**config.mk**
```make
export PLATFORM = sky130hd
export DESIGN_NAME = key_auto_repeat_events_flat
export DESIGN_NICKNAME = d
export VERILOG_FILES = /design/src/rtl/kar_pkg.sv /design/src/rtl/kar_if.sv /design/src/rtl/kar_core.sv /design/src/rtl/kar_serial.sv /design/src/rtl/key_auto_repeat_events.sv /design/src/flat_wrapper.sv
export SDC_FILE = /design/constraint.sdc
export NUM_CORES = 1
export LEC_CHECK = 0
export ABC_AREA = 1
export BUFFER_PORTS_ARGS = -buffer_cell sky130_fd_sc_hd__buf_4
export CORE_UTILIZATION = 65
export CTS_CLUSTER_SIZE = 12
export DETAILED_ROUTE_END_ITERATION = 10
export PLACE_DENSITY = 0.83
export SYNTH_ARGS = -nofsm -noshare
export SYNTH_HDL_FRONTEND = slang
export SYNTH_SLANG_ARGS = --single-unit
```
**constraint.sdc**
```tcl
create_clock -name clk -period 6.5 [get_ports clk]
set_input_delay 0.325 -clock clk [delete_from_list [all_inputs] [get_ports clk]]
set_output_delay 0.325 -clock clk [all_outputs]
set_load 0.05 [all_outputs]
```
**src/rtl/kar_pkg.sv**
```systemverilog
// shared constants, types and register codes for the key auto repeat block
package kar_pkg;

    localparam int NUM_KEYS   = 4;
    localparam int TIME_BITS  = 32;
    localparam int KEY_BITS   = 2;
    localparam int CFG_BITS   = 16;
    localparam int REG_BITS   = 1;

    localparam logic [CFG_BITS-1:0] RESET_DELAY    = CFG_BITS'(500);
    localparam logic [CFG_BITS-1:0] RESET_INTERVAL = CFG_BITS'(80);

    typedef logic [REG_BITS-1:0] reg_index_t;
    localparam reg_index_t REG_REPEAT_DELAY    = 1'b0;
    localparam reg_index_t REG_REPEAT_INTERVAL = 1'b1;

    typedef enum logic [1:0] {
        KIND_PRESS   = 2'd0,
        KIND_REPEAT  = 2'd1,
        KIND_RELEASE = 2'd2
    } kind_t;

    // events produced by one input item, one slot per key
    typedef struct packed {
        logic [NUM_KEYS-1:0]  mask;
        kind_t [NUM_KEYS-1:0] kind;
    } evt_batch_t;

endpackage

```
**src/rtl/kar_if.sv**
```systemverilog
// valid/ready channel interfaces for input items and events
interface kar_in_if;
    logic                              valid;
    logic                              ready;
    logic [kar_pkg::TIME_BITS-1:0]     now_ms;
    logic [kar_pkg::NUM_KEYS-1:0]      keys_down;

    modport source (output valid, output now_ms, output keys_down, input ready);
    modport sink (input valid, input now_ms, input keys_down, output ready);
endinterface

interface kar_out_if;
    logic                              valid;
    logic                              ready;
    logic [kar_pkg::KEY_BITS-1:0]      key_index;
    logic [1:0]                        event_kind;
    logic                              last_of_run;

    modport source (output valid, output key_index, output event_kind,
                    output last_of_run, input ready);
    modport sink (input valid, input key_index, input event_kind,
                  input last_of_run, output ready);
endinterface

```
**src/rtl/kar_core.sv**
```systemverilog
// per key edge detection, repeat timing and key state
module kar_core (
    input  logic                              clk,
    input  logic                              rst_n,
    input  logic                              fire,
    input  logic [kar_pkg::TIME_BITS-1:0]     now_ms,
    input  logic [kar_pkg::NUM_KEYS-1:0]      keys_down,
    input  logic [kar_pkg::CFG_BITS-1:0]      delay,
    input  logic [kar_pkg::CFG_BITS-1:0]      interval,
    output kar_pkg::evt_batch_t               batch
);

    logic [kar_pkg::NUM_KEYS-1:0]  prev_reg;
    logic [kar_pkg::NUM_KEYS-1:0]  armed_reg;
    logic [kar_pkg::NUM_KEYS-1:0]  armed_next;
    logic [kar_pkg::TIME_BITS-1:0] stamp_reg [kar_pkg::NUM_KEYS];
    logic [kar_pkg::NUM_KEYS-1:0]  restamp;

    always_comb
    begin
        logic [kar_pkg::TIME_BITS-1:0] elapsed;
        logic                          dly_hit;
        logic                          int_hit;
        batch      = '0;
        armed_next = armed_reg;
        restamp    = '0;
        for (int k = 0; k < kar_pkg::NUM_KEYS; k++)
        begin
            elapsed = now_ms - stamp_reg[k];
            dly_hit = elapsed >= kar_pkg::TIME_BITS'(delay);
            int_hit = elapsed >= kar_pkg::TIME_BITS'(interval);
            batch.kind[k] = kar_pkg::KIND_PRESS;
            if (keys_down[k] && !prev_reg[k])
            begin
                batch.mask[k] = 1'b1;
                restamp[k]    = 1'b1;
            end
            else if (keys_down[k])
            begin
                if (armed_reg[k] && int_hit)
                begin
                    batch.mask[k] = 1'b1;
                    batch.kind[k] = kar_pkg::KIND_REPEAT;
                    restamp[k]    = 1'b1;
                end
                else if (dly_hit)
                begin
                    // arm silently and start the interval from now
                    restamp[k]    = 1'b1;
                    armed_next[k] = 1'b1;
                end
            end
            else if (prev_reg[k])
            begin
                batch.mask[k] = 1'b1;
                batch.kind[k] = kar_pkg::KIND_RELEASE;
                armed_next[k] = 1'b0;
            end
        end
    end

    always_ff @(posedge clk or negedge rst_n)
    begin
        if (!rst_n)
        begin
            prev_reg  <= '0;
            armed_reg <= '0;
            for (int k = 0; k < kar_pkg::NUM_KEYS; k++)
            begin
                stamp_reg[k] <= '0;
            end
        end
        else if (fire)
        begin
            prev_reg  <= keys_down;
            armed_reg <= armed_next;
            for (int k = 0; k < kar_pkg::NUM_KEYS; k++)
            begin
                if (restamp[k])
                begin
                    stamp_reg[k] <= now_ms;
                end
            end
        end
    end

endmodule

```
**src/rtl/kar_serial.sv**
```systemverilog
// event batch register, hands out pending events lowest key first
module kar_serial (
    input  logic                clk,
    input  logic                rst_n,
    input  logic                load,
    input  kar_pkg::evt_batch_t batch,
    output logic                can_load,
    kar_out_if.source           events
);

    logic [kar_pkg::NUM_KEYS-1:0]  pend_reg;
    logic [kar_pkg::NUM_KEYS-1:0]  pend_next;
    kar_pkg::kind_t [kar_pkg::NUM_KEYS-1:0] kind_reg;
    logic [kar_pkg::NUM_KEYS-1:0]  rest;
    logic [kar_pkg::KEY_BITS-1:0]  first_key;
    logic                          xfer;

    always_comb
    begin
        first_key = '0;
        for (int k = kar_pkg::NUM_KEYS - 1; k >= 0; k--)
        begin
            if (pend_reg[k])
            begin
                first_key = kar_pkg::KEY_BITS'(k);
            end
        end
    end

    // pending set with its lowest bit removed
    assign rest = pend_reg & (pend_reg - kar_pkg::NUM_KEYS'(1));

    assign events.valid       = |pend_reg;
    assign events.key_index   = first_key;
    assign events.event_kind  = kind_reg[first_key];
    assign events.last_of_run = (rest == '0);

    assign xfer     = events.valid && events.ready;
    assign can_load = !events.valid || (xfer && rest == '0);

    always_comb
    begin
        pend_next = pend_reg;
        if (load)
        begin
            pend_next = batch.mask;
        end
        else if (xfer)
        begin
            pend_next = rest;
        end
    end

    always_ff @(posedge clk or negedge rst_n)
    begin
        if (!rst_n)
        begin
            pend_reg <= '0;
        end
        else
        begin
            pend_reg <= pend_next;
        end
    end

    always_ff @(posedge clk)
    begin
        if (load)
        begin
            kind_reg <= batch.kind;
        end
    end

endmodule

```
**src/rtl/key_auto_repeat_events.sv**
```systemverilog
// typematic auto repeat for four keys: press, repeat and release events
//
// items channel: one transfer per sample, a millisecond timestamp and the
// debounced key levels. events channel: one transfer per event, keys in the
// order up, down, back, ok, with last_of_run set on the final event of a
// sample. a sample that causes no event produces no transfer.
// the key state is updated in the cycle a sample is taken, and its events
// sit in an output register from the next cycle on, one per cycle while the
// receiver is ready.
// a new sample is taken when the event register is empty or its final event
// transfers in the same cycle; events ready thus reaches items ready.
// when the receiver stalls the current event holds and no sample is taken.
// reset releases all keys, disarms repeat, zeroes the time stamps and loads
// a repeat delay of 500 ms and an interval of 80 ms.
// wr_en/wr_index/wr_data write register 0 (repeat delay) or 1 (interval);
// write them only while no events are pending.
module key_auto_repeat_events (
    input  logic                              clk,
    input  logic                              rst_n,
    input  logic                              wr_en,
    input  kar_pkg::reg_index_t               wr_index,
    input  logic [kar_pkg::CFG_BITS-1:0]      wr_data,
    kar_in_if.sink                            items,
    kar_out_if.source                         events
);

    logic [kar_pkg::CFG_BITS-1:0] delay_reg;
    logic [kar_pkg::CFG_BITS-1:0] interval_reg;
    kar_pkg::evt_batch_t          batch;
    logic                         can_load;
    logic                         fire;

    always_ff @(posedge clk or negedge rst_n)
    begin
        if (!rst_n)
        begin
            delay_reg    <= kar_pkg::RESET_DELAY;
            interval_reg <= kar_pkg::RESET_INTERVAL;
        end
        else if (wr_en)
        begin
            unique case (wr_index)
                kar_pkg::REG_REPEAT_DELAY:    delay_reg    <= wr_data;
                kar_pkg::REG_REPEAT_INTERVAL: interval_reg <= wr_data;
                default:                      delay_reg    <= delay_reg;
            endcase
        end
    end

    assign items.ready = can_load;
    assign fire        = items.valid && can_load;

    kar_core u_core (
        .clk       (clk),
        .rst_n     (rst_n),
        .fire      (fire),
        .now_ms    (items.now_ms),
        .keys_down (items.keys_down),
        .delay     (delay_reg),
        .interval  (interval_reg),
        .batch     (batch)
    );

    kar_serial u_serial (
        .clk      (clk),
        .rst_n    (rst_n),
        .load     (fire),
        .batch    (batch),
        .can_load (can_load),
        .events   (events)
    );

endmodule
```
**src/flat_wrapper.sv**
```systemverilog
// flat-port wrapper written by rule: the top's interface ports become plain ports
module key_auto_repeat_events_flat 
  (clk, rst_n, wr_en, wr_index, wr_data, items_valid, items_now_ms, items_keys_down, items_ready, events_valid, events_key_index, events_event_kind, events_last_of_run, events_ready);
  kar_in_if items_i ();
  kar_out_if events_i ();
  input  logic clk;
  input  logic rst_n;
  input  logic wr_en;
  input  kar_pkg::reg_index_t wr_index;
  input  logic [kar_pkg::CFG_BITS-1:0] wr_data;
  input wire logic [$bits(items_i.valid)-1:0] items_valid;
  input wire logic [$bits(items_i.now_ms)-1:0] items_now_ms;
  input wire logic [$bits(items_i.keys_down)-1:0] items_keys_down;
  output wire logic [$bits(items_i.ready)-1:0] items_ready;
  output wire logic [$bits(events_i.valid)-1:0] events_valid;
  output wire logic [$bits(events_i.key_index)-1:0] events_key_index;
  output wire logic [$bits(events_i.event_kind)-1:0] events_event_kind;
  output wire logic [$bits(events_i.last_of_run)-1:0] events_last_of_run;
  input wire logic [$bits(events_i.ready)-1:0] events_ready;
  assign items_i.valid = items_valid;
  assign items_i.now_ms = items_now_ms;
  assign items_i.keys_down = items_keys_down;
  assign items_ready = items_i.ready;
  assign events_valid = events_i.valid;
  assign events_key_index = events_i.key_index;
  assign events_event_kind = events_i.event_kind;
  assign events_last_of_run = events_i.last_of_run;
  assign events_i.ready = events_ready;
  key_auto_repeat_events u_core (.clk(clk), .rst_n(rst_n), .wr_en(wr_en), .wr_index(wr_index), .wr_data(wr_data), .items(items_i), .events(events_i));
endmodule
```
After elaboration in Yosys (flattened, before gate mapping) --
Index checks and enable logic that the tools add are counted.
Word-level totals: register bits after elaboration 180, input bits 58, output and inout bits 7, word-level logic and storage cells 146
Operators by class: $add $sub $neg 5, $lt $le $gt $ge 9, equality and inequality tests 8, mux-type cells 68, bitwise operators 6, reduce and logical (&&, ||, !) cells 34
Operators by type and width (number):
- $ge A32 B16 Y1 | 8
- $sub A32 B32 Y32 | 4
- $mux W1 | 52
- $mux W2 | 13
- $reduce_and A5 Y1 | 4
- $reduce_and A2 Y1 | 6
- $logic_and A1 B1 Y1 | 11
- $reduce_bool A2 Y1 | 5
- $mux W4 | 2
- $ne A2 B1 Y1 const B | 4
- $ne A2 B2 Y1 const B | 4
- $logic_not A1 Y1 | 5
- $not A1 Y1 | 5
- $and A4 B4 Y4 | 1
- $bmux W2 S2 | 1
- $logic_not A4 Y1 | 1
- $reduce_or A4 Y1 | 1
- $sub A4 B1 Y4 const B | 1
- $lt A2 B3 Y1 const B | 1
- $logic_or A1 B1 Y1 | 1

Logic depth before layout (Yosys ltp) --
Gate-level depths: netlist (run 1).
word-level depth 7, gate-level depth with buffers 25, depth with buffers taken out 24

Modules after synthesis --
A second synthesis (run 1) with hierarchy kept.
Unflattened totals: cell total of the unflattened synthesis 3522, area total of the unflattened synthesis 21179.1 µm²
By module, submodules not included:
- kar_core | instances 1, cells each 3306, area an instance 19177.1 µm², sequential area each 3403.3 µm²
- key_auto_repeat_events | instances 1, cells each 142, area an instance 1335.0 µm², sequential area each 810.8 µm²
- kar_serial | instances 1, cells each 74, area an instance 666.9 µm², sequential area each 340.3 µm²

Least setup slack after synthesis (run 1) --
OpenSTA, ideal clock, no wires.
kind input to register, start point in items_now_ms[0], end point reg u_core.u_core.stamp_reg[63] (netlist bit), library setup time 0.117 ns, arrival time 3.082 ns, path slack 3.301 ns, stages 23, buffers on the path 1, cell sequence inv_1 -> ha_1 -> fa_1 -> inv_1 -> nand3_1 -> nand2_2 -> nand2_1 -> nand2_1 -> xor2_1 -> ha_1 -> nand2_1 -> nor2_1 -> a211oi_1 -> o21ai_0 -> a21oi_1 -> nor2_1 -> nor2_1 -> nand3_2 -> a21oi_4 -> nand2_2 -> buf_2 -> nand3_1 -> nand2_1
On the way: cells in the longest elaborated chain, start to end 7, elaborated cells on any way between the ends 9, those cells by class 1 x add/sub; 2 x order compare; 4 x mux; 2 x reduce/logical
Ends and longest elaborated chain:
- start: declaration | RTL line flat_wrapper.sv:12 | input wire logic [$bits(items_i.now_ms)-1:0] items_now_ms;
- $sub A32 B32 Y32 * | RTL line kar_core.sv:29 | elapsed = now_ms - stamp_reg[k];
- $ge A32 B16 Y1 (on tied branches) | RTL line kar_core.sv:30, kar_core.sv:31
- $mux W1 or $logic_and A1 B1 Y1 (tied branches) | RTL line kar_core.sv:46, kar_core.sv:40
- $mux W1 * | RTL line kar_core.sv:40 | if (armed_reg[k] && int_hit)
- $mux W1 * | RTL line kar_core.sv:38 | else if (keys_down[k])
- $mux W1 * | RTL line kar_core.sv:33 | if (keys_down[k] && !prev_reg[k])
- $reduce_and A2 Y1 (no source line) *
- end signal: indexed assignment | RTL line kar_core.sv:81 | stamp_reg[k] <= now_ms;
- end: declaration | RTL line kar_core.sv:16 | logic [kar_pkg::TIME_BITS-1:0] stamp_reg [kar_pkg::NUM_KEYS];
Mark *: on every way between the ends. The rest lies on a longest branch, timed or not. A chain may end at the register's enable or synchronous reset.

Worst setup path in the final report (run 1) --
start point reg u_core.u_core.stamp_reg[32] (netlist bit), end point reg u_core.u_core.stamp_reg[58] (netlist bit)
On the way: cells in the longest elaborated chain, start to end 7, elaborated cells on any way between the ends 9, those cells by class 1 x add/sub; 2 x order compare; 4 x mux; 2 x reduce/logical
Ends and longest elaborated chain (RTL line):
- $sub A32 B32 Y32 * | kar_core.sv:29
- $ge A32 B16 Y1 (on tied branches) | kar_core.sv:30, kar_core.sv:31
- $mux W1 or $logic_and A1 B1 Y1 (tied branches) | kar_core.sv:46, kar_core.sv:40
- $mux W1 * | kar_core.sv:40
- $mux W1 * | kar_core.sv:38
- $mux W1 * | kar_core.sv:33
- $reduce_and A2 Y1 (no source line) *
Marked as above.

==> results of run 1 <==
==> final cells by class <==
| type | instances | share of cell area [%] |
|---|---|---|
| Timing Repair Buffer | 69 | 2.39 |
| Sequential cell | 180 | 20.9 |
| Inverter | 663 | 11.4 |
| Clock inverter | 15 | 0.711 |
| Multi-Input combinational cell | 2511 | 60.4 |
| Tap cell | 396 | 2.27 |
| Clock buffer | 17 | 1.95 |
==> cell usage after synthesis (all sizes together) (4+ instances only) <==
library cell	count	area, um2
a211oi	9	67.6
a21oi	146	764
a31oi	4	25.0
and2	12	75.1
and3	6	37.5
buf	38	279
clkbuf	8	30.0
dfrtp	164	4100
dfstp	8	210
edfxtp	8	240
fa	4	80.1
ha	252	3150
inv	663	2490
nand2	1341	5130
nand3	260	1320
nand3b	15	113
nand4	41	257
nor2	239	925
nor3	22	125
o21ai	70	350
o21bai	12	90.1
xnor2	5	43.8
xor2	58	508
==> how the worst max path moves through the flow <==
| stage | from | end | slack (ps) | cells after the start |
|---|---|---|---|---|
| final | u_core.u_core.stamp_reg[32] | u_core.u_core.stamp_reg[58] | 2070 | 23 |
| after global routing | u_core.u_core.stamp_reg[32] | u_core.u_core.stamp_reg[54] | 1730 | 23 |
| after CTS | u_core.u_core.stamp_reg[32] | u_core.u_core.stamp_reg[58] | 2160 | 23 |
| after detailed placement | items_now_ms[1] | u_core.u_core.stamp_reg[46] | 2010 | 24 |
| after global placement | items_now_ms[1] | u_core.u_core.stamp_reg[37] | 2100 | 24 |
| after floorplan | items_now_ms[0] | u_core.u_core.stamp_reg[63] | 3300 | 23 |
==> routing by layer <==
layer  global-route usage (%)  vias up  part of all wire, %  routed length (um)
li1                         -    10606                    -                   -
met1                     51.6     9796                   41               26500
met2                     66.5      909                   45               29000
met3                     6.75      190                  9.0                5790
met4                     18.3        2                  4.7                3010
met5                        0        -                0.020                  13
==> report_power, final <==
part	switching, mW	internal, mW	leakage, nW	total, mW
registers	0.269	1.59	2.20	1.86
logic	5.45	2.85	10.7	8.30
clock network	0.532	0.544	0.279	1.08
total	6.25	4.99	13.2	11.2
==> cells by family after synthesis <==
kind of cell / after synthesis / synth area share (%)
compound gates: 254 / 6.82
simple gates: 1938 / 38.9
xor+xnor: 63 / 2.69
buf+inv: 709 / 13.6
fa+ha+maj: 256 / 15.7
flops: 180 / 22.2
==> reports/results.txt, run 1 <==
Fin area: 21800 um2
Tcrit/Tclk final: 68.1%
Layout fillers: 2799
Layout cell share with drive strength beyond 1: 4.78%
Die width: 180 um
RR Startpoint: u_core.u_core.stamp_reg[32]
GR Util All Layers: 40.2%
Ant. Diodes: 0
Non-filler cells, final: 3851
Hpwl dp: 51300 um
Worst hold-check path type: in2async
Drt total wl: 64400 um
Post-synthesis net count: 3714
Gate count of the mapped netlist: 3400
Placed cell area: 21200 um2
Worst Path Required: 6900 ps
Post_cts resized: 0
Flop and latch count out of synthesis: 180
Drt wl/cell: 16.7 um
Post-Place Cells: 3819
Avg Vias per Cell: 5.58
DRC: 4
Element type at the critical path end: flop
Die Height: 180 um
Worst-Skew Late Latency: 470 ps
Register area share after synthesis: 22.2%
Final Hold Viols: 5
WP buf/inv: 2
Worst-Margin Slew: 1020 ps
Power Density: 515 nW/um2
Post-route antenna net violation count: 0
Mapped cell area: 20500 um2
Post-synth top flop: dfrtp_1
Clock tree root driver cell: clkbuf_16
Max stage delay on crit path: 430 ps
Final net count: 3756
Grt ovf: 0
Crit-path cells: ha_1, fa_1, inv_1, nand3_1, nand2_2, nand2_1, nand2_1, xor2_1, ha_1, nand2_1, nor2_1, a211oi_1, o21ai_0, a21oi_1, nor2_1, nor2_1, nand3_2, a21oi_4, nand2_2, buf_4, nand2_4, nand2_1, nand2_1
# setup viols final: 0
Cts hold-fix bufs: 0
Ys async rst share: 95.6%
Worst slack, placed: 2010 ps
Crit-path max FO: 32
Vias: 21503
Final WS setup: 2070 ps
Max reg flops: 128
Die area: 32300 um2
Peak VDD IR: 0.296 mV
Startpoint types: flop
Crit path max-delay family: simple AND/OR/NAND/NOR gates
Worst EP arrival: 4830 ps
Finished Core Util: 70.8%
Pin count of the biggest net entering global routing: 100
Final Hold Slack: -6.24 ps
R2R cell count: 23
Vias in the first global route: 20367
Most Frequent Cell on Critical Path: nand2_1
Layout overhead on the synthesized area: 6.29%
Most frequent cells in the layout: 1313 x nand2_1, 657 x inv_1, 256 x nand3_1
Antenna violations before repair: 1
Starting Density: 66.6%
Drt first pass iters: 10
Iteration-0 DRC Markers: 2150
Post-layout power: 11.2 mW
Crit-path slowest cell: fa_1
Synth Area per Inst: 6.04 um2
Status: complete, but fails checks
Clock Pin Slew Worst Setup and Hold Paths: 80 ps
Ys Warns: 0
Routability cong.: 1.02
TritonCTS clock tree: yes
Worst R2R Setup Slack: 2070 ps
Leakage: 13.2 nW
Final min period: 4430 ps
Synth cell types: 44
IO buf count: 64
Core Box Area: 30800 um2
Final Slew Violations: 0
Top Ports: 65
First-pass GRT wire length: 102000 um
Row count: 64
Register area: 4550 um2
Sum of negative setup slack: 0 ps
Failing checks: design-rule violations, negative hold slack
Max Clk Rate: 226 MHz
Multi-input combinational cell area: 13200 um2
Clock sinks: 180
Commonest non-fill, non-tap cell in the layout: nand2_1
EDFF count, synth: 8
Post-CTS Repair Setup Buffers: 0
Reg2Reg Capture Point: u_core.u_core.stamp_reg[58]
CTS HTree Levels: 4
Maximum root-to-sink buffer count: 2
Max-cap check violation count: 0
Crit path kind: reg2reg
Skew final: 20.9 ps
Rel. slew slack: 32.1%
RSZ-0062 raised after global routing: false
CTS Buf Count: 17
(Power assumes the default switching activity.)
==> run 2, diff against run 1 <==
Settings changed: CORE_UTILIZATION 65 to 59, PLACE_DENSITY 0.83 to 0.79.
Clock period 6.5 ns to 3.8 ns, I/O delays scaled along.
==> run 2 against run 1 <==
Compared with the run above: the flow now finishes without violations; critical path type unchanged; hold slack gained 20 ps; largest cell class unchanged; wire length grew 6.1%; clock power grew 76%; largest power group unchanged; critical endpoint is now u_core.u_core.stamp_reg[76]; final cell count grew 3.4%; non-clock buffer count grew 77; sequential share of layout area shrank 1.1 points; clock-buffer cell count is the same; global-route usage shrank 1.9 points.
==> reports/results.txt, run 2 (synthesized netlist as in run 1, its figures left out) <==
Crit-path cells: ha_4, fa_2, inv_2, nand3_1, nand2_2, nand2_1, nand2_2, xor2_2, ha_1, nand2_1, or2_2, nand4_1, a21oi_2, nor2_1, nor2_2, nand3_2, a21oi_4, buf_4, nand2_2, buf_4, nand3_1, nand2_1
Clk pwr share: 9.3% (-0.3 points)
RSZ-0062 raised after global routing: true
Fin area: 23100 um2 (+5.8%)
CTS Buf Count: 17 (unchanged)
Post-route antenna net violation count: 0 (unchanged)
Iteration-0 DRC Markers: 1960 (-8.8%)
Vias: 21789 (+1.3%)
Peak VDD IR: 0.771 mV (+160%)
Max reg flops: 128 (unchanged)
Antenna violations before repair: 1 (unchanged)
Drt wl/cell: 17.2 um (+2.6%)
Crit-path slowest cell: dfrtp_1
Final net count: 3836 (+2.1%)
Layout overhead on the synthesized area: 12.4%
Worst hold stages: 3
Avg Vias per Cell: 5.47 (-2.0%)
Die area: 35600 um2 (+10%)
Pin count of the biggest net entering global routing: 117 (+17%)
IO buf count: 64 (unchanged)
Final Hold Slack: 13.6 ps (+19.8 ps)
Crit path kind: reg2reg
Worst-Skew Late Latency: 480 ps (about the same)
Row count: 67 (+4.7%)
Final Hold Viols: 0 (-5)
Non-filler cells, final: 3983 (+3.4%)
Combinational power share: 75.1% (+1.2 points)
R2R cell count: 22 (-4.3%)
Worst-Margin Slew: 926 ps (-92.4 ps)
Grt ovf: 0 (unchanged)
Finished Core Util: 68.2% (-2.6 points)
Crit-path max FO: 5 (-84%)
Max Clk Rate: 268 MHz (+19%)
Commonest non-fill, non-tap cell in the layout: nand2_1
Skew final: 18.8 ps (-2.04 ps)
Maximum root-to-sink buffer count: 2 (unchanged)
Top Ports: 65 (unchanged)
Routability cong.: 1.03 (+1.5%)
Final Slew Violations: 0 (unchanged)
Sw power: 11.4 mW (+82%)
Sequential fraction of design power: 15.6% (-1.0 points)
Worst Path Required: 4160 ps (-2740 ps)
Starting Density: 60.6% (-6.0 points)
Max stage delay on crit path: 460 ps (+30 ps)
Final min period: 3730 ps (-698 ps)
Register area: 4550 um2 (unchanged)
Tcrit/Tclk final: 98.2% (+30 points)
DRC: 0 (-4)
Placed cell area: 21700 um2 (+2.2%)
Post-Place Cells: 3914 (+2.5%)
# setup viols final: 0 (unchanged)
Sum of negative setup slack: 0 ps (unchanged)
Power Density: 890 nW/um2 (+73%)
Internal Pwr Total: 9.19 mW (+84%)
Worst hold-check path type: in2reg
Worst EP arrival: 4090 ps (-740 ps)
Ant. Diodes: 0 (unchanged)
Vias in the first global route: 20223 (-0.71%)
Max-cap check violation count: 0 (unchanged)
Leakage: 13.7 nW (+3.8%)
Drt first pass iters: 6 (-4)
Clock sinks: 180 (unchanged)
Drt total wl: 68300 um (+6.1%)
Die Height: 189 um (+4.9%)
Rel. slew slack: 38.1% (+6.0 points)
Element type at the critical path end: flop
Core Box Area: 33900 um2 (+9.9%)
CTS HTree Levels: 4 (unchanged)
Layout cell share with drive strength beyond 1: 8.23% (+3.5 points)
First-pass GRT wire length: 106000 um (+3.8%)
Most frequent cells in the layout: 1304 x nand2_1, 656 x inv_1, 255 x nand3_1
Layout fillers: 3099 (+11%)
Clock tree root driver cell: clkbuf_16
TritonCTS clock tree: yes
GR Util All Layers: 38.4% (-1.9 points)
Clock Pin Slew Worst Setup and Hold Paths: 90 ps (about the same)
Switching share of power: 55.3% (-0.33 points)
Die width: 189 um (+4.9%)
Hpwl dp: 53600 um (+4.4%)
Status: completed
Startpoint types: flop
Multi-input combinational cell area: 13600 um2 (+3.2%)
[run 2: changes by cell type in the layout (fill, tap and decap cells not counted), moves of 6 or more]
cell,delta
nand2_2,+6
buf_4,+53
xor2_2,+24
ha_1,-9
xor2_1,-27
dlygate4sd3_1,+12
buf_12,+8
nand2_1,-9
ha_2,+7
[run 2: area by class of cell]
class                           instances  area share [%]
Clock inverter                         15           0.770
Multi-Input combinational cell       2514            58.9
Tap cell                              448            2.43
Timing Repair Buffer                  146            5.51
Inverter                              663            10.8
Clock buffer                           17            1.84
Sequential cell                       180            19.7
[run 2: path summary, 6_finish.rpt]
path | from | end | slack [ps]
max | u_core.u_core.stamp_reg[64] | u_core.u_core.stamp_reg[76] | 70
min | wr_data[10] | u_core.delay_reg[10] | 10
max reg2reg | u_core.u_core.stamp_reg[64] | u_core.u_core.stamp_reg[76] | 70
min reg2reg | u_core.u_core.stamp_reg[80] | u_core.u_core.stamp_reg[80] | 470
max in group asynchronous | rst_n | u_core.u_core.stamp_reg[122] | 2490
min in group asynchronous | rst_n | u_core.u_serial.pend_reg[1] | 300
[run 2: critical path: cells and delay by family, from the launching register on]
family	cells	cell delay, ps
and+or+nand+nor	13	1240
AOI/OAI and AO/OA	2	410
DFF	1	460
xor gates and xnor gates	1	220
adders and majority gates	3	850
buffers and inverters	3	400
[run 2: repair_timing]
| item | in CTS | in global routing |
|---|---|---|
| hold buffers | 12 | 0 |
| buffers inserted | 0 | 20 |
| pin swaps | 1 | 16 |
| endpoints found under the hold margin | 84 | 0 |
| cloned | 1 | 4 |
| resized for setup | 3 | 76 |
| endpoints found under the setup margin | 56 | 131 |
[run 2: routing by layer]
layer / up-vias / GRT usage, % / share of wire (%)
li1: 10754 / - / -
met1: 9945 / 51.3 / 42
met2: 921 / 61.0 / 45
met3: 169 / 5.40 / 8.5
met4: 0 / 18.1 / 4.6
met5: - / 0 / 0
[run 2: metrics by stage]
step	setup WS [ps]	power, mW
after floorplan	645	13.6
after global placement	-67.1	17.1
after detailed placement	-152	17.6
after CTS	2.89	19.6
after global routing	-43.9	22.6
final	69.4	20.5
[run 2: power by group through the flow]
stage               Sequential [mW]  Combinational, mW  Clock (mW)
floorplan                      3.07               10.6           0
global placement               3.18               13.9           0
detailed placement             3.20               14.4           0
CTS                            3.18               14.5        1.90
global route                   3.27               17.3        1.96
finish                         3.21               15.4        1.90
